### src/rtl/core/rpd_pkg.sv
package rpd_pkg;

  localparam int TOKEN_MAX = 5;
  localparam int TLEN_W    = $clog2(TOKEN_MAX + 1);

  localparam int QDEPTH = 4;
  localparam int QPTR_W = $clog2(QDEPTH);

  localparam int OUT_TDATA_W = 48;

  localparam logic [16:0] DIM_MAX     = 17'd99999;
  localparam logic [7:0]  RUN_BASE    = 8'h80;
  localparam logic [7:0]  TOKEN_SPACE = 8'h20;

  localparam logic [1:0] KIND_HEADER = 2'd0;
  localparam logic [1:0] KIND_PIXEL  = 2'd1;
  localparam logic [1:0] KIND_ERROR  = 2'd2;

  localparam logic [1:0] MODE_COUNTER = 2'd0;
  localparam logic [1:0] MODE_LITERAL = 2'd1;
  localparam logic [1:0] MODE_REPEAT  = 2'd2;
  localparam logic [1:0] MODE_FOREVER = 2'd3;

  localparam logic [2:0] PH_MAGIC  = 3'd0;
  localparam logic [2:0] PH_WIDTH  = 3'd1;
  localparam logic [2:0] PH_HEIGHT = 3'd2;
  localparam logic [2:0] PH_MAXCOL = 3'd3;
  localparam logic [2:0] PH_PIXELS = 3'd4;
  localparam logic [2:0] PH_ERROR  = 3'd5;

  typedef struct packed {
    logic [7:0] data;
    logic [6:0] count;
    logic       eos;
  } cmd_t;

  typedef struct packed {
    logic [1:0]  kind;
    logic [16:0] width;
    logic [16:0] height;
    logic [7:0]  index;
  } result_t;

  function automatic logic [7:0] palette_index(input logic [7:0] r, input logic [7:0] g,
                                               input logic [7:0] b);
    logic [2:0] rq;
    logic [2:0] gq;
    logic [2:0] bq;
    rq = 3'(r >= 8'd51) + 3'(r >= 8'd102) + 3'(r >= 8'd153) + 3'(r >= 8'd204)
       + 3'(r == 8'd255);
    gq = 3'(g >= 8'd43) + 3'(g >= 8'd85) + 3'(g >= 8'd128) + 3'(g >= 8'd170)
       + 3'(g >= 8'd213) + 3'(g == 8'd255);
    bq = 3'(b >= 8'd51) + 3'(b >= 8'd102) + 3'(b >= 8'd153) + 3'(b >= 8'd204)
       + 3'(b == 8'd255);
    return {5'b0, rq} * 8'd42 + {5'b0, gq} * 8'd6 + {5'b0, bq};
  endfunction

endpackage

### src/rtl/core/rpd_front.sv
module rpd_front (
  input  logic          clk,
  input  logic          rst_n,
  input  logic          in_tvalid,
  output logic          in_tready,
  input  logic [7:0]    in_tdata,
  input  logic          in_tlast,
  output logic          push_valid,
  output rpd_pkg::cmd_t push_cmd,
  input  logic          q_full
);
  import rpd_pkg::*;

  logic [1:0] mode_r, mode_nxt;
  logic [7:0] run_r, run_nxt;
  logic [6:0] cnt;
  logic       acc;

  assign in_tready = !q_full;
  assign acc       = in_tvalid && in_tready;

  always_comb begin
    mode_nxt = mode_r;
    run_nxt  = run_r;
    cnt      = '0;
    case (mode_r)
      MODE_COUNTER: begin
        if (in_tdata == 8'd0) begin
          mode_nxt = MODE_FOREVER;
        end else if (in_tdata > RUN_BASE) begin
          mode_nxt = MODE_REPEAT;
          run_nxt  = in_tdata - RUN_BASE;
        end else begin
          mode_nxt = MODE_LITERAL;
          run_nxt  = in_tdata;
        end
      end
      MODE_LITERAL: begin
        cnt = 7'd1;
        if (run_r <= 8'd1) begin
          mode_nxt = MODE_COUNTER;
          run_nxt  = '0;
        end else begin
          run_nxt = run_r - 8'd1;
        end
      end
      MODE_REPEAT: begin
        cnt      = run_r[6:0];
        run_nxt  = '0;
        mode_nxt = MODE_COUNTER;
      end
      default: begin
        cnt = 7'd1;
      end
    endcase
    if (in_tlast) begin
      mode_nxt = MODE_COUNTER;
      run_nxt  = '0;
    end
  end

  assign push_valid     = acc && (cnt != 7'd0 || in_tlast);
  assign push_cmd.data  = in_tdata;
  assign push_cmd.count = cnt;
  assign push_cmd.eos   = in_tlast;

  always_ff @(posedge clk) begin
    if (!rst_n) begin
      mode_r <= MODE_COUNTER;
      run_r  <= '0;
    end else if (acc) begin
      mode_r <= mode_nxt;
      run_r  <= run_nxt;
    end
  end

`ifndef SYNTHESIS
  assert property (@(posedge clk) disable iff (!rst_n)
    acc && in_tlast |=> mode_r == MODE_COUNTER && run_r == 8'd0)
    else $error("run state not cleared after end of stream");
`endif

endmodule

### src/rtl/core/rpd_queue.sv
module rpd_queue (
  input  logic          clk,
  input  logic          rst_n,
  input  logic          push,
  input  rpd_pkg::cmd_t push_cmd,
  output logic          full,
  input  logic          pop,
  output logic          head_valid,
  output rpd_pkg::cmd_t head_cmd
);
  import rpd_pkg::*;

  cmd_t              mem_r [QDEPTH];
  logic [QPTR_W-1:0] wr_ptr_r;
  logic [QPTR_W-1:0] rd_ptr_r;
  logic [QPTR_W:0]   cnt_r;

  assign full       = cnt_r == (QPTR_W + 1)'(QDEPTH);
  assign head_valid = cnt_r != '0;
  assign head_cmd   = mem_r[rd_ptr_r];

  always_ff @(posedge clk) begin
    if (push) begin
      mem_r[wr_ptr_r] <= push_cmd;
    end
  end

  always_ff @(posedge clk) begin
    if (!rst_n) begin
      wr_ptr_r <= '0;
      rd_ptr_r <= '0;
      cnt_r    <= '0;
    end else begin
      if (push) begin
        wr_ptr_r <= wr_ptr_r + QPTR_W'(1);
      end
      if (pop) begin
        rd_ptr_r <= rd_ptr_r + QPTR_W'(1);
      end
      case ({push, pop})
        2'b10:   cnt_r <= cnt_r + (QPTR_W + 1)'(1);
        2'b01:   cnt_r <= cnt_r - (QPTR_W + 1)'(1);
        default: cnt_r <= cnt_r;
      endcase
    end
  end

`ifndef SYNTHESIS
  assert property (@(posedge clk) disable iff (!rst_n)
    (push |-> !full) and (pop |-> head_valid))
    else $error("queue overflow or underflow");
`endif

endmodule

### src/rtl/core/rpd_back.sv
module rpd_back (
  input  logic                             clk,
  input  logic                             rst_n,
  input  logic                             cmd_valid,
  input  rpd_pkg::cmd_t                    cmd,
  output logic                             cmd_pop,
  output logic                             out_tvalid,
  input  logic                             out_tready,
  output logic [rpd_pkg::OUT_TDATA_W-1:0]  out_tdata,
  output logic [1:0]                       out_tuser,
  output logic                             out_tlast
);
  import rpd_pkg::*;

  logic              busy_r, busy_nxt;
  logic [7:0]        byte_r, byte_nxt;
  logic [6:0]        cnt_r, cnt_nxt;
  logic              eos_r, eos_nxt;
  logic [2:0]        phase_r, phase_nxt;
  logic [TLEN_W-1:0] tlen_r, tlen_nxt;
  logic              magic_r, magic_nxt;
  logic              dig_r, dig_nxt;
  logic              neg_r, neg_nxt;
  logic [16:0]       val_r, val_nxt;
  logic [16:0]       width_r, width_nxt;
  logic [16:0]       height_r, height_nxt;
  logic [7:0]        pend0_r, pend0_nxt;
  logic [7:0]        pend1_r, pend1_nxt;
  logic [1:0]        pcnt_r, pcnt_nxt;
  logic              hold_v_r, hold_v_nxt;
  result_t           hold_r, hold_nxt;
  logic              out_v_r, out_v_nxt;
  result_t           out_r, out_nxt;
  logic              out_last_r, out_last_nxt;

  logic              go;
  logic              finish;
  logic              do_feed;
  logic              do_tdone;
  logic              gen_v;
  result_t           gen;
  logic [16:0]       number;
  logic [19:0]       val_mul;
  logic [3:0]        digit;
  logic              is_digit;

  assign go       = !out_v_r || out_tready;
  assign cmd_pop  = !busy_r && cmd_valid;
  assign number   = neg_r ? 17'd0 : val_r;
  assign digit    = byte_r[3:0] - 4'd0;
  assign is_digit = byte_r >= "0" && byte_r <= "9";
  assign val_mul  = {val_r, 3'b0} + {2'b0, val_r, 1'b0} + {16'b0, digit};

  always_comb begin
    busy_nxt     = busy_r;
    byte_nxt     = byte_r;
    cnt_nxt      = cnt_r;
    eos_nxt      = eos_r;
    phase_nxt    = phase_r;
    tlen_nxt     = tlen_r;
    magic_nxt    = magic_r;
    dig_nxt      = dig_r;
    neg_nxt      = neg_r;
    val_nxt      = val_r;
    width_nxt    = width_r;
    height_nxt   = height_r;
    pend0_nxt    = pend0_r;
    pend1_nxt    = pend1_r;
    pcnt_nxt     = pcnt_r;
    hold_v_nxt   = hold_v_r;
    hold_nxt     = hold_r;
    out_v_nxt    = out_v_r && !out_tready;
    out_nxt      = out_r;
    out_last_nxt = out_last_r;
    finish       = 1'b0;
    do_feed      = 1'b0;
    do_tdone     = 1'b0;
    gen_v        = 1'b0;
    gen          = '0;

    if (cmd_pop) begin
      busy_nxt = 1'b1;
      byte_nxt = cmd.data;
      cnt_nxt  = cmd.count;
      eos_nxt  = cmd.eos;
    end else if (busy_r && go) begin
      if (cnt_r != 7'd0) begin
        do_feed = 1'b1;
        cnt_nxt = cnt_r - 7'd1;
      end else if (eos_r && phase_r <= PH_MAXCOL) begin
        do_tdone = 1'b1;
      end else begin
        finish   = 1'b1;
        busy_nxt = 1'b0;
      end
    end

    if (do_feed) begin
      if (phase_r == PH_PIXELS) begin
        if (pcnt_r == 2'd0) begin
          pend0_nxt = byte_r;
          pcnt_nxt  = 2'd1;
        end else if (pcnt_r == 2'd1) begin
          pend1_nxt = byte_r;
          pcnt_nxt  = 2'd2;
        end else begin
          gen_v     = 1'b1;
          gen.kind  = KIND_PIXEL;
          gen.index = palette_index(pend0_r, pend1_r, byte_r);
          pcnt_nxt  = 2'd0;
        end
      end else if (phase_r != PH_ERROR) begin
        if (byte_r <= TOKEN_SPACE || tlen_r >= TLEN_W'(TOKEN_MAX)) begin
          do_tdone = 1'b1;
        end else begin
          tlen_nxt = tlen_r + TLEN_W'(1);
          if (tlen_r == TLEN_W'(0)) begin
            magic_nxt = byte_r == "P";
          end else if (tlen_r == TLEN_W'(1)) begin
            magic_nxt = magic_r && byte_r == "6";
          end
          if (tlen_r == TLEN_W'(0) && (byte_r == "+" || byte_r == "-")) begin
            neg_nxt = byte_r == "-";
          end else if (dig_r && is_digit) begin
            val_nxt = (val_mul > {3'b0, DIM_MAX}) ? DIM_MAX : val_mul[16:0];
          end else begin
            dig_nxt = 1'b0;
          end
        end
      end
    end

    if (do_tdone) begin
      case (phase_r)
        PH_MAGIC: begin
          if (tlen_r == TLEN_W'(2) && magic_r) begin
            phase_nxt = PH_WIDTH;
          end else begin
            gen_v     = 1'b1;
            gen.kind  = KIND_ERROR;
            phase_nxt = PH_ERROR;
          end
        end
        PH_WIDTH: begin
          width_nxt = number;
          phase_nxt = PH_HEIGHT;
        end
        PH_HEIGHT: begin
          height_nxt = number;
          phase_nxt  = PH_MAXCOL;
        end
        default: begin
          gen_v      = 1'b1;
          gen.kind   = KIND_HEADER;
          gen.width  = width_r;
          gen.height = height_r;
          phase_nxt  = PH_PIXELS;
        end
      endcase
      tlen_nxt  = '0;
      magic_nxt = 1'b0;
      dig_nxt   = 1'b1;
      neg_nxt   = 1'b0;
      val_nxt   = '0;
    end

    if (gen_v) begin
      if (hold_v_r) begin
        out_v_nxt    = 1'b1;
        out_nxt      = hold_r;
        out_last_nxt = 1'b0;
      end
      hold_v_nxt = 1'b1;
      hold_nxt   = gen;
    end

    if (finish) begin
      if (hold_v_r) begin
        out_v_nxt    = 1'b1;
        out_nxt      = hold_r;
        out_last_nxt = 1'b1;
        hold_v_nxt   = 1'b0;
      end
      if (eos_r) begin
        phase_nxt  = PH_MAGIC;
        tlen_nxt   = '0;
        magic_nxt  = 1'b0;
        dig_nxt    = 1'b1;
        neg_nxt    = 1'b0;
        val_nxt    = '0;
        width_nxt  = '0;
        height_nxt = '0;
        pcnt_nxt   = '0;
      end
    end
  end

  always_ff @(posedge clk) begin
    if (!rst_n) begin
      busy_r   <= 1'b0;
      cnt_r    <= '0;
      eos_r    <= 1'b0;
      phase_r  <= PH_MAGIC;
      tlen_r   <= '0;
      magic_r  <= 1'b0;
      dig_r    <= 1'b1;
      neg_r    <= 1'b0;
      val_r    <= '0;
      width_r  <= '0;
      height_r <= '0;
      pcnt_r   <= '0;
      hold_v_r <= 1'b0;
      out_v_r  <= 1'b0;
    end else begin
      busy_r   <= busy_nxt;
      cnt_r    <= cnt_nxt;
      eos_r    <= eos_nxt;
      phase_r  <= phase_nxt;
      tlen_r   <= tlen_nxt;
      magic_r  <= magic_nxt;
      dig_r    <= dig_nxt;
      neg_r    <= neg_nxt;
      val_r    <= val_nxt;
      width_r  <= width_nxt;
      height_r <= height_nxt;
      pcnt_r   <= pcnt_nxt;
      hold_v_r <= hold_v_nxt;
      out_v_r  <= out_v_nxt;
    end
  end

  always_ff @(posedge clk) begin
    byte_r     <= byte_nxt;
    pend0_r    <= pend0_nxt;
    pend1_r    <= pend1_nxt;
    hold_r     <= hold_nxt;
    out_r      <= out_nxt;
    out_last_r <= out_last_nxt;
  end

  assign out_tvalid = out_v_r;
  assign out_tuser  = out_r.kind;
  assign out_tlast  = out_last_r;
  assign out_tdata  = {(OUT_TDATA_W - 42)'(0), out_r.index, out_r.height, out_r.width};

`ifndef SYNTHESIS
  assert property (@(posedge clk) disable iff (!rst_n)
    !busy_r |-> !hold_v_r)
    else $error("held result left behind after item completed");
  assert property (@(posedge clk) disable iff (!rst_n)
    finish && eos_r |=> phase_r == PH_MAGIC && pcnt_r == 2'd0 && tlen_r == '0)
    else $error("parser not restarted after end of stream");
`endif

endmodule

### src/rtl/core/rle_ppm_to_palette_decoder.sv
// Channel  Direction  tdata (low bit up)                           tuser  tlast
// in_      slave      data_byte[7:0]                               -      end_of_stream
// out_     master     image_width[16:0] image_height[33:17]        kind   last
//                     color_index[41:34] zero[47:42]
//
// The back end loads each queued item, feeds its decoded bytes one by one (a repeat run of n
// feeds n) and completes it before it takes the next; a bare counter item never enters the queue.
// An end-of-stream item also closes each header token still open (up to four).
// rst_n is synchronous and active low; it clears the run state, parser and queue.
// in_tready drops only while the 4-entry queue is full; out_tready low stalls the back end.
module rle_ppm_to_palette_decoder (
  input  logic                             clk,
  input  logic                             rst_n,
  input  logic                             in_tvalid,
  output logic                             in_tready,
  input  logic [7:0]                       in_tdata,   // data_byte
  input  logic                             in_tlast,
  output logic                             out_tvalid,
  input  logic                             out_tready,
  output logic [rpd_pkg::OUT_TDATA_W-1:0]  out_tdata,  // image_width, image_height, color_index
  output logic [1:0]                       out_tuser,  // kind
  output logic                             out_tlast
);
  import rpd_pkg::*;

  logic push_valid;
  cmd_t push_cmd;
  logic q_full;
  logic head_valid;
  cmd_t head_cmd;
  logic cmd_pop;

  rpd_front u_front (
    .clk        (clk),
    .rst_n      (rst_n),
    .in_tvalid  (in_tvalid),
    .in_tready  (in_tready),
    .in_tdata   (in_tdata),
    .in_tlast   (in_tlast),
    .push_valid (push_valid),
    .push_cmd   (push_cmd),
    .q_full     (q_full)
  );

  rpd_queue u_queue (
    .clk        (clk),
    .rst_n      (rst_n),
    .push       (push_valid),
    .push_cmd   (push_cmd),
    .full       (q_full),
    .pop        (cmd_pop),
    .head_valid (head_valid),
    .head_cmd   (head_cmd)
  );

  rpd_back u_back (
    .clk        (clk),
    .rst_n      (rst_n),
    .cmd_valid  (head_valid),
    .cmd        (head_cmd),
    .cmd_pop    (cmd_pop),
    .out_tvalid (out_tvalid),
    .out_tready (out_tready),
    .out_tdata  (out_tdata),
    .out_tuser  (out_tuser),
    .out_tlast  (out_tlast)
  );

endmodule

### config.mk
export PLATFORM = sky130hd
export DESIGN_NAME = rle_ppm_to_palette_decoder
export DESIGN_NICKNAME = d
export VERILOG_FILES = /design/src/rtl/core/rpd_pkg.sv /design/src/rtl/core/rpd_front.sv /design/src/rtl/core/rpd_queue.sv /design/src/rtl/core/rpd_back.sv /design/src/rtl/core/rle_ppm_to_palette_decoder.sv
export SDC_FILE = /design/constraint.sdc
export NUM_CORES = 1
export LEC_CHECK = 0
export BUFFER_PORTS_ARGS = -buffer_cell sky130_fd_sc_hd__buf_2
export CAP_MARGIN = 20
export CORE_MARGIN = 2
export CORE_UTILIZATION = 45
export CTS_BUF_LIST = sky130_fd_sc_hd__clkbuf_4
export CTS_CLUSTER_SIZE = 12
export DETAILED_ROUTE_END_ITERATION = 12
export HOLD_SLACK_MARGIN = 0.02
export PLACE_DENSITY = 0.63
export SETUP_SLACK_MARGIN = 0.02
export SLEW_MARGIN = 0
export SYNTH_ARGS = -nofsm -noshare
export SYNTH_HDL_FRONTEND = slang
export SYNTH_HIERARCHICAL = 1
export SYNTH_SLANG_ARGS = --single-unit
### constraint.sdc
create_clock -name clk -period 7.1 [get_ports clk]
set_input_delay 0.355 -clock clk [delete_from_list [all_inputs] [get_ports clk]]
set_output_delay 0.355 -clock clk [all_outputs]
set_load 0.1 [all_outputs]
* After elaboration in Yosys (flattened, before gate mapping) *
Memories as Yosys holds them, arrays and structs flattened. A register that Yosys moved wholly into a read port is not among the register bits.
Cells that the tools add are included.

cells by class
  add/sub/neg operators = 25
  $mul = 2
  divide/modulo/power cells = 0
  $lt $le $gt $ge = 21
  eq/ne operators = 23
  shift-type cells = 0
  multiplexer cells = 131
  bitwise operators = 4
  reductions and logical operators = 41

operator list
  cell                    count
  $mux W17                19
  $mux W44                4
  $mux W1                 65
  $ge A8 B8 Y1 const B    7
  $mux W36                1
  $mux W34                1
  $mux W3                 11
  $ge A8 B6 Y1 const B    4
  $mux W2                 16
  $mux W8                 4
  $add A3 B1 Y3           10
  $eq A8 B6 Y1 const B    3
  $eq A8 B8 Y1 const B    3
  $ge A8 B7 Y1 const B    3
  $pmux W8 S3             1
  $mux W7                 3
  $add A20 B18 Y20        1
  $add A20 B4 Y20         1
  $gt A20 B17 Y1 const B  1
  $le A8 B6 Y1 const B    2
  $pmux W7 S2             1
  $reduce_bool A7 Y1      2
  $reduce_and A3 Y1       4
  $logic_and A1 B1 Y1     11
  43 further kinds        69

word-level totals
  bits in registers = 203
  latch bits = 0
  bits in writable memories = 64
  bits in read-only memories = 0
  word-level logic and storage cells = 279
  memories = 1

memories
  name           words  width  rd ports  clocked after memory_dff  write ports  RTL line         source
  u_queue.mem_r  4      16     1         1                         1            rpd_queue.sv:13  cmd_t mem_r [QDEPTH];

* Depth between registers and ports, before layout *
  depth after elaboration = 14
  gate-level depth with buffers = 21
  depth with buffers taken out = 21

* Hierarchy *
The synthesis kept the hierarchy.

modules (own cells, without submodules)
  module     times used  cells each  area an instance (um^2)  seq. area each (um^2)
  rpd_back   1           873         9,636.7                  4,854.7
  rpd_queue  1           126         2,788.9                  2,102.0
  rpd_front  1           116         888.4                    200.2

* Worst setup path after synthesis *
Ideal clock, no wire load.

  path type = reg-to-reg
  start point = register u_back.byte_r[2]
  end point = register (tool-made name)
  arrival = 5.625 ns
  data required time = 6.701 ns
  slack = 1.076 ns
  stages on the path, launching flop included = 12
  path buffers = 3
  cell sequence = edfxtp_1 buf_6 or4_4 o21ai_2 a21oi_2 a2111oi_2 a41oi_1 buf_2 o21ai_1 nor2_1 clkbuf_1 inv_1

RTL lines
  what                    RTL line         source
  from (decl)             rpd_back.sv:16   logic [7:0] byte_r, byte_nxt;
  from (signal assigned)  rpd_back.sv:233  byte_r <= byte_nxt;

* Worst setup path in the final report *
  start point = register u_back.pend1_r[1]
  end point = register u_back/hold_r[7] (netlist name), data pin

on the way
  word-level cells in the longest chain between the ends = 9
  elaborated cells on any way between the ends = 14
  those cells by class = add/sub: 7; mul: 1; order compare: 5; eq/ne: 1

ends and longest elaborated chain
  what                                          RTL line         source
  from (decl)                                   rpd_back.sv:28   logic [7:0] pend1_r, pend1_nxt;
  from (signal assigned)                        rpd_back.sv:235  pend1_r <= pend1_nxt;
  $ge A8 B6 Y1 or $ge A8 B7 Y1 (tied branches)  rpd_pkg.sv:51    gq = 3'(g >= 8'd43) + 3'(g >= 8'd85) + 3'(g >= 8'd128) + 3'(g >= 8'd170)
  $add A1 B1 Y2                                 rpd_pkg.sv:51
  $add A3 B1 Y3 (2 in a row)                    rpd_pkg.sv:51
  $add A3 B1 Y3                                 rpd_pkg.sv:52    + 3'(g >= 8'd213) + 3'(g == 8'd255);
  $add A3 B1 Y3 (*)                             rpd_pkg.sv:52
  $mul A3 B2 Y5 (*)                             rpd_pkg.sv:55    return {5'b0, rq} * 8'd42 + {5'b0, gq} * 8'd6 + {5'b0, bq};
  $add A8 B6 Y8 (*)                             rpd_pkg.sv:55
  $add A8 B3 Y8 (*)                             rpd_pkg.sv:55
  to (signal assigned)                          rpd_back.sv:236  hold_r <= hold_nxt;
  to (decl)                                     rpd_back.sv:31   result_t hold_r, hold_nxt;

Every way passes the cells marked *; elsewhere a longest branch is shown, timed or not.
A chain may end at the register's enable or synchronous reset.

==> reports/qor.yml <==
drt_iter0_markers: 377
vias_per_cell: 5.220
min_path_type: "in -> reg"
async_reset_ff_share_pct: 0
final_cell_mix: "edfxtp_1 (177), nor2_1 (120), clkbuf_4 (104)"
ys_ff_latch: 269
grt_max_degree: 48
drive_above_1_share_pct: 17.39
hp-start: "in_tlast"
ys_seq_area_share_pct: 53.75
synth_ff_type: "edfxtp_1"
worstRegToRegCells: 20
ys_types: 78
max_slew.worst_pin.slew_ps: 1067
io_pins: 66
placed_cell_area_um2: 13840
ys_warn_count: 6
core_um2: 28940
die_area_um2: 30980
avgSynthCellArea_um2: 11.94
syn_to_final_growth_pct: 11.92
dr_total_vias: 8613
grt_pass1_vias: 8512
clock_path_buffers: 3
cts_setup_buffers: 0
crit_required_ps: 7590
antenna_found_initial: 1
hold-path-endpoint: "u_queue/mem_r[3][0]"
route.detailed.drc: 0
start_util_pct: 46.01
maxCapViolCount: 0
synth_top_area_cell: "edfxtp_1"
cp_max_fo: 4
end_kind: "register"
gp_congestion: 0.8232
timing.fmax_mhz: 188.4
p_leak_nw: 6.050
seqCellArea_um2: 7158
synth_top_area_share_pct: 39.92
cts.sinks: 269
fin_crit_sh_pct: 74.76
io_buffers: 59
final_common_cell: "edfxtp_1"
wl_per_cell_um: 15.24
slew_headroom_pct: 28.89
grt_pass1_wl_um: 41900
r2r_start: "u_back/pend1_r[1]"
final-max-slew-violation-count: 0
worstPathArrival_ps: 5790
clk_pin_slew_ps: 60
num_rows: 62
synthesis.instances: 1115
rrSetupSlack_ps: 1790
finalInstanceArea_um2: 14900
ir_worst_vdd_mv: 0.1746
path_class: "reg -> reg"
n_fill_cell: 2598
hold_path_depth: 1
worst_setup_path_start_kind: "register"
die_w_um: 176.0
synthTopCellsByArea: "edfxtp_1 (40%), dfxtp_1 (14%), ha_1 (6.4%), mux2i_1 (6.2%), nor2_1 (3.4%)"
period_needed_ps: 5308
dr.pass1.iters: 5
dp_hpwl_um: 16880
cts_tree: "done"
cts_buffers: 71
root_buffer: "clkbuf_4"
wirelength_um: 25140
skew_ps: 68.17
grtUsageTotal_pct: 16.52
fin_nets: 1303
power.density_nw_per_um2: 333.3
dieHeight_um: 176.0
multi_input_area_um2: 5704
r2r-end: "u_back/hold_r[7]"
syn_area_um2: 13310
grt_setup_unrepaired: "no"
setup_violations: 0
setup_tns_ps: 0
htree_levels: 3
synth_edf_count: 177
overflow: 0
status: "completed"
clock_latency_ps: 670
antenna_left: 0
finalHoldViolCount: 0
## worst max path at each step
stage / from / endpoint / slack, ps / cells after the start
finish: u_back/pend1_r[1] / u_back/hold_r[7] / 1790 / 20
global route: u_back/pend1_r[1] / u_back/hold_r[7] / 1410 / 20
CTS: u_back/pend1_r[1] / u_back/hold_r[7] / 1780 / 20
detailed placement: u_back/pend1_r[1] / u_back/hold_r[7] / 1770 / 20
global placement: u_back/pend1_r[1] / u_back/hold_r[7] / 1910 / 20
floorplan: u_back/byte_r[2] / register / 1080 / 11
## synthesized netlist by cell type (3+ instances only)
cell / number
o21ai_0: 36
nor2b_1: 24
mux4_1: 6
o221a_2: 8
a211oi_1: 6
a21boi_0: 5
ha_1: 68
inv_1: 35
nand3b_1: 3
o311a_1: 3
mux2i_1: 82
a21o_1: 7
a221oi_1: 3
o31ai_1: 3
a211o_1: 8
nor3b_1: 4
clkbuf_1: 34
a31oi_1: 6
o21a_1: 10
mux4_2: 10
and2_1: 52
nor4_1: 6
edfxtp_1: 177
o21bai_1: 4
nand2b_1: 8
o211a_1: 7
buf_2: 8
buf_6: 4
nor3_1: 20
or2_2: 3
a21oi_1: 35
buf_4: 16
dfxtp_1: 92
xor2_1: 22
nand2_1: 55
nor2_1: 122
nand3_1: 19
nand4_1: 11
o211ai_1: 5
fa_1: 12
xnor2_1: 17
or3_1: 8
or4_1: 3
## worst max-delay path, stage by stage, from the launching register on
cell	delay (ps)
edfxtp_1	430
a21o_1	200
a21o_1	160
a211oi_1	330
fa_1	450
inv_1	90
fa_1	400
ha_1	220
fa_1	540
ha_1	160
inv_1	40
fa_1	470
inv_1	40
ha_1	260
ha_1	320
a21boi_0	150
o21ai_0	240
a21oi_1	120
o21a_1	190
o21a_1	160
nor3_1	170
## cells by family (layout without fill, tap and decap cells)
group	count (synthesis)	after routing	synth area share, %
mux	98	98	9.041
simple gates	355	355	13.44
flops	269	269	53.75
other cells	1	7	0.02817
compound gates	174	174	9.313
xor+xnor	39	39	2.565
fa+ha+maj	80	80	8.195
buf+inv	99	244	3.665
## cell type report
class | count | area share (%)
diodes | 1 | 0.01679
clock buffers | 104 | 5.240
clock inverters | 24 | 0.9657
inverters | 35 | 0.8817
multi-input cells | 752 | 38.28
flip-flops and latches | 269 | 48.04
well taps | 384 | 3.224
repair buffers | 81 | 3.350
## layer usage
layer  share of wire [%]  global-route usage [%]  routed length [um]  vias up
met5                   0                       0                   0        -
li1                    -                       -                   -     4315
met3                 4.0                   3.316                1011       41
met4                 1.9                   6.129                 472        0
met2                  46                   26.85               11600      175
met1                  48                   22.01               12050     4082
## report_power, final
part / switching, mW / internal [mW] / leakage, nW
clock network: 0.616 / 0.719 / 0.543
logic: 1.08 / 0.428 / 3.15
registers: 0.181 / 1.94 / 2.35
## through the flow
step / power [mW] / util, % / cells / setup slack [ps] / hold slack (ps)
floorplan: 3.363 / - / 1120 / 1076 / 440.1
global placement: 3.639 / 47.79 / 1507 / 1909 / 457.6
detailed placement: 3.660 / 47.84 / 1509 / 1767 / 456.9
CTS: 5.030 / 51.31 / 1645 / 1777 / 35.30
global route: 5.262 / 51.50 / 1650 / 1406 / 48.90
finish: 4.966 / 51.50 / 1650 / 1792 / 97.60
## repair_timing
item                      in CTS  in global routing
gates resized for setup        0                  0
hold buffers                   8                  0
hold endpoints to repair      34                  0
Note: power is estimated with default switching activity, not from simulation.
